[config.mk]
export PLATFORM = sky130hd
export DESIGN_NAME = psrd_cell
export DESIGN_NICKNAME = d
export VERILOG_FILES = /design/src/rtl/psrd_pkg.sv /design/src/rtl/psrd_cell.sv
export SDC_FILE = /design/constraint.sdc
export NUM_CORES = 2
export LEC_CHECK = 0
export ABC_AREA = 1
export BUFFER_PORTS_ARGS = -buffer_cell sky130_fd_sc_hd__clkbuf_2
export CORE_MARGIN = 2
export CORE_UTILIZATION = 55
export DETAILED_ROUTE_END_ITERATION = 8
export GPL_TIMING_DRIVEN = 0
export PLACE_DENSITY = 0.73
export SLEW_MARGIN = 20
export SYNTH_ARGS = -nofsm -noshare
export SYNTH_HDL_FRONTEND = slang
export SYNTH_SLANG_ARGS = --single-unit
[constraint.sdc]
create_clock -name clk_i -period 6.05 [get_ports clk_i]
set_input_delay 0.3025 -clock clk_i [delete_from_list [all_inputs] [get_ports clk_i]]
set_output_delay 0.3025 -clock clk_i [all_outputs]
set_load 0.01 [all_outputs]
[src/rtl/psrd_pkg.sv]
// ----------------------------------------------------------------------------
// psrd_pkg: shared types and constants of the point store
// Transaction types for both channels, the token that travels the cell chain
// and the sizes of the store.
// ----------------------------------------------------------------------------
package psrd_pkg;

  localparam int unsigned SLOTS      = 64;
  localparam int unsigned COORD_BITS = 16;
  localparam int unsigned IDX_W      = $clog2(SLOTS);
  localparam int unsigned CNT_W      = $clog2(SLOTS + 1);
  localparam int unsigned DIST_W     = 2 * COORD_BITS + 2;

  localparam logic [31:0] RADIUS_SQ_RESET = 32'd10000;

  localparam logic CMD_INSERT = 1'b0;
  localparam logic CMD_READ   = 1'b1;

  typedef struct packed {
    logic                         command;
    logic signed [COORD_BITS-1:0] point_x;
    logic signed [COORD_BITS-1:0] point_y;
    logic signed [COORD_BITS-1:0] point_z;
    logic [5:0]                   slot_index;
  } in_item_t;

  typedef struct packed {
    logic                         entry_valid;
    logic signed [COORD_BITS-1:0] entry_x;
    logic signed [COORD_BITS-1:0] entry_y;
    logic signed [COORD_BITS-1:0] entry_z;
    logic [6:0]                   points_kept;
    logic [6:0]                   removed_count;
    logic                         dropped;
  } out_item_t;

  typedef struct packed {
    logic                         active;
    logic                         command;
    logic [5:0]                   slot_index;
    logic                         placed;
    logic [CNT_W-1:0]             removed;
    logic [CNT_W-1:0]             kept;
    logic                         entry_valid;
    logic signed [COORD_BITS-1:0] entry_x;
    logic signed [COORD_BITS-1:0] entry_y;
    logic signed [COORD_BITS-1:0] entry_z;
  } tok_t;

endpackage

[src/rtl/psrd_cell.sv]
// ----------------------------------------------------------------------------
// psrd_cell: one slot of the point store
// Holds one point and its valid bit, measures the squared distance to the
// broadcast point over three registered stages and updates the passing token.
// ----------------------------------------------------------------------------
module psrd_cell
  import psrd_pkg::*;
(
  input  logic             clk_i,
  input  logic             rst_ni,
  input  logic [IDX_W-1:0] cell_idx_i,
  input  in_item_t         pt_i,
  input  logic [31:0]      radius_sq_i,
  input  tok_t             tok_i,
  output tok_t             tok_o
);

  logic                         valid_q, valid_d;
  logic signed [COORD_BITS-1:0] x_q, y_q, z_q;
  logic                         wr_en;

  logic signed [COORD_BITS:0]   dx, dy, dz;
  logic [COORD_BITS-1:0]        ax_d, ay_d, az_d, ax_q, ay_q, az_q;
  logic [2*COORD_BITS-1:0]      sx_d, sy_d, sz_d, sx_q, sy_q, sz_q;
  logic [DIST_W-1:0]            dist_sq;
  logic                         dup_d, dup_q;
  logic                         keep;
  tok_t                         tok_d, tok_q;

  always_comb begin
    dx = $signed({pt_i.point_x[COORD_BITS-1], pt_i.point_x}) - $signed({x_q[COORD_BITS-1], x_q});
    dy = $signed({pt_i.point_y[COORD_BITS-1], pt_i.point_y}) - $signed({y_q[COORD_BITS-1], y_q});
    dz = $signed({pt_i.point_z[COORD_BITS-1], pt_i.point_z}) - $signed({z_q[COORD_BITS-1], z_q});
    ax_d = dx[COORD_BITS] ? COORD_BITS'(-dx) : COORD_BITS'(dx);
    ay_d = dy[COORD_BITS] ? COORD_BITS'(-dy) : COORD_BITS'(dy);
    az_d = dz[COORD_BITS] ? COORD_BITS'(-dz) : COORD_BITS'(dz);
    sx_d = ax_q * ax_q;
    sy_d = ay_q * ay_q;
    sz_d = az_q * az_q;
    dist_sq = DIST_W'(sx_q) + DIST_W'(sy_q) + DIST_W'(sz_q);
    dup_d = dist_sq < DIST_W'(radius_sq_i);
  end

  always_ff @(posedge clk_i) begin
    ax_q  <= ax_d;
    ay_q  <= ay_d;
    az_q  <= az_d;
    sx_q  <= sx_d;
    sy_q  <= sy_d;
    sz_q  <= sz_d;
    dup_q <= dup_d;
  end

  always_comb begin
    tok_d   = tok_i;
    valid_d = valid_q;
    wr_en   = 1'b0;
    keep    = 1'b0;
    if (tok_i.active) begin
      if (tok_i.command == CMD_INSERT) begin
        keep = valid_q && !dup_q;
        if (valid_q && dup_q) begin
          tok_d.removed = tok_i.removed + CNT_W'(1);
        end
        if (!keep && !tok_i.placed) begin
          wr_en        = 1'b1;
          keep         = 1'b1;
          tok_d.placed = 1'b1;
        end
        valid_d    = keep;
        tok_d.kept = tok_i.kept + CNT_W'(keep);
      end else begin
        if ((32'(tok_i.slot_index) == 32'(cell_idx_i)) && valid_q) begin
          tok_d.entry_valid = 1'b1;
          tok_d.entry_x     = x_q;
          tok_d.entry_y     = y_q;
          tok_d.entry_z     = z_q;
        end
        tok_d.kept = tok_i.kept + CNT_W'(valid_q);
      end
    end
  end

  always_ff @(posedge clk_i or negedge rst_ni) begin
    if (!rst_ni) begin
      valid_q <= 1'b0;
      tok_q   <= '0;
    end else begin
      valid_q <= valid_d;
      tok_q   <= tok_d;
    end
  end

  always_ff @(posedge clk_i) begin
    if (wr_en) begin
      x_q <= pt_i.point_x;
      y_q <= pt_i.point_y;
      z_q <= pt_i.point_z;
    end
  end

  assign tok_o = tok_q;

endmodule

==> impl_metrics.json <==
{
  "wirelength_mm": 90.0,
  "drive_above_1_share_pct": 9.07,
  "vias": 29300,
  "antenna_found_initial": 2,
  "drc": 0,
  "core-area_sq_um": 65600,
  "synth_area_leaders": "fa_1 29%, ha_1 14%, inv_1 12%",
  "synth_compound_area_share_pct": 6.05,
  "grt_pass1_vias": 30400,
  "min_period_over_period_pct": 96.2,
  "num_rows": 94,
  "synthArstFlopShare_pct": 27.8,
  "arrival_ns": 6.26,
  "clock_latency_ns": 0.59,
  "crit_required_ns": 6.50,
  "cp_slowest_cell": "fa_1",
  "drv_slew": 0,
  "root_buffer": "clkbuf_16",
  "crit_fanout": 10,
  "synth_area_sq_um": 36400,
  "grt_first_pass_wirelength_mm": 149,
  "synth.distinct_cells": 53,
  "overflow": 0,
  "synth_area_per_cell_sq_um": 8.07,
  "netlist.area_leader.share_pct": 28.7,
  "crit_top_cell": "fa_1",
  "yosys.area.top_type": "fa_1",
  "tightest_slew_ns": 1.09,
  "r2r_cells": 22,
  "synth_top_family_by_area": "adder cells",
  "dr.pass1.iters": 6,
  "cts.htree.levels": 1,
  "dr.first_iter.drc_count": 1756,
  "slowest_delay_ns": 0.57,
  "clk_pin_slew_worst_paths_ns": 0.07,
  "final-setup-viol-count": 0,
  "clock_skew_ns": 0.0325,
  "synth_warnings": 0,
  "dp_hpwl_mm": 74.4,
  "dp_slack_ns": -0.480,
  "synth_fa_ha_area_share_pct": 43.0,
  "synthMuxAreaShare_pct": 0.0927,
  "grt_max_degree": 51,
  "rsz0062_at_grt": "true",
  "final_hold_viol_count": 0,
  "status": "finished clean",
  "layout.nets": 5979,
  "hold_ws_ns": 0.0379,
  "synth-xor-area-share_pct": 4.82,
  "max_slew_margin_pct": 27.2,
  "ios": 239,
  "viasPerCell": 5.09,
  "die_w_microns": 261,
  "cts.path.max_buffers": 3,
  "start_util_pct": 55.5,
  "tritoncts": "built",
  "yosys-top-cells-count": "1161 x inv_1, 991 x nand2_1, 523 x fa_1, 416 x ha_1, 203 x nor2_1",
  "hp-class": "in -> reg",
  "synth-seq-area-share_pct": 16.8,
  "synth_seq_cells": 263,
  "syn-instance-count": 4515,
  "synth_edf_count": 48,
  "cts_buffers": 29,
  "synth-main-ff-cell": "dfxtp_1",
  "place_congestion": 0.932,
  "fmax_mhz": 172,
  "die_y_microns": 261,
  "clkSinkCount": 263,
  "area_delta_synth_final_pct": 12.8,
  "synth_most_common_cell": "inv_1",
  "synthSimpleGateAreaFrac_pct": 16.1,
  "holdPathStages": 3,
  "path_class": "reg -> reg",
  "drv_cap": 0,
  "cp-start-kind": "register",
  "grt_use_total_pct": 27.1,
  "cp-end-kind": "register",
  "ant_nets": 0,
  "routedWlPerCell_microns": 15.6,
  "io_buffers": 231,
  "antennaDiodeCount": 0,
  "die-area_sq_um": 68300,
  "crit_chain": "clkbuf_2, nand2_1, fa_1, fa_1, inv_1, fa_1, fa_1, fa_1, inv_1, fa_1, inv_1, ha_1, nand2_1, inv_1, nand3_1, nor3_2, nand4_1, nand3_1, a21o_1, nand2_1, nand3_1, nand2_1",
  "fin_ws_ns": 0.232,
  "layout_min_cycle_time_ns": 5.82
}
## metrics by stage
step,setup TNS (ns),utilization (%),instances,area (sq um)
floorplan,0,-,4516,36500
global placement,-5.82,58.9,5611,38700
detailed placement,-8.07,59.1,5614,38800
CTS,0,62.4,5766,41000
global route,-0.0765,62.6,5758,41100
finish,0,62.6,5758,41100
## state kept, by name, indices dropped and copies added, names as in the netlist
signal,flops
z_q,16
sz_q,31
valid_q,1
x_q,16
az_q,16
ay_q,16
dup_q,1
ax_q,16
tok_o,72
sy_q,31
sx_q,31
y_q,16
## cell type report
cell class	count	area, sq um
inverters	1168	4390
clock inverters	17	165
flip-flops and latches	263	6150
plain buffers	76	453
multi-input cells	2982	25600
well taps	864	1080
fillers	5645	24500
repair buffers	353	2420
clock buffers	35	832
## path summary, 6_finish.rpt
| check | from | endpoint | slack (ns) |
|---|---|---|---|
| hold / removal | tok_i[57] | tok_o[57]$_DFF_PN0_ | 0.04 |
| hold reg to reg | az_q[0]$_DFF_P_ | sz_q[0]$_DFF_P_ | 0.41 |
| min in group asynchronous | rst_ni | tok_o[48]$_DFF_PN0_ | 0.23 |
| setup reg to reg | az_q[3]$_DFF_P_ | sz_q[29]$_DFF_P_ | 0.23 |
| max in group asynchronous | rst_ni | tok_o[31]$_DFF_PN0_ | 5.23 |
| setup / recovery | az_q[3]$_DFF_P_ | sz_q[29]$_DFF_P_ | 0.23 |
## cell families (layout without fill, tap and decap cells)
group / after synthesis / after routing
other: 2 / 3
adders and majority gates: 939 / 939
AOI/OAI and AO/OA: 403 / 403
xor gates and xnor gates: 198 / 198
muxes: 3 / 3
and+or+nand+nor: 1436 / 1436
DFF: 263 / 263
buffers and inverters: 1271 / 1649
## worst max-delay path: cells and delay by family (launching register included)
kind,cells,cell delay [ns]
adder cells (fa/ha/maj),7,3.46
AND/OR/NAND/NOR,9,1.02
AO/OA/AOI/OAI,1,0.18
buffers and inverters,5,0.58
flip-flops,1,0.46
## timing repair
item | in CTS | in global routing
endpoints found under the hold margin | 140 | 0
gates resized for setup | 67 | 112
setup buffers | 0 | 1
hold buffers | 118 | 0
setup endpoints to repair | 44 | 41
pin swaps | 0 | 1
## per-layer routing
layer / track usage (%) / share of wire, % / vias up
met2: 46.3 / 48 / 964
met4: 7.75 / 2.9 / 0
met3: 3.30 / 6.5 / 164
met1: 36.4 / 43 / 13900
li1: - / - / 14300
met5: 0 / 0 / -
## cells in the final DEF (no fill, tap or decap), types with 76 or more instances in the layout
cell type,Yosys,layout
a21oi_1,189,185
clkbuf_2,0,254
dfxtp_1,142,109
dlygate4sd3_1,0,118
fa_1,523,522
ha_1,416,414
inv_1,1161,1161
nand2_1,991,991
nand3_1,125,123
nor2_1,203,201
o21ai_0,128,125
xnor2_1,76,76
xor2_1,119,119
Power is not shown: default switching activity piles up to over one toggle a cycle in this logic, so the estimate is an artifact.
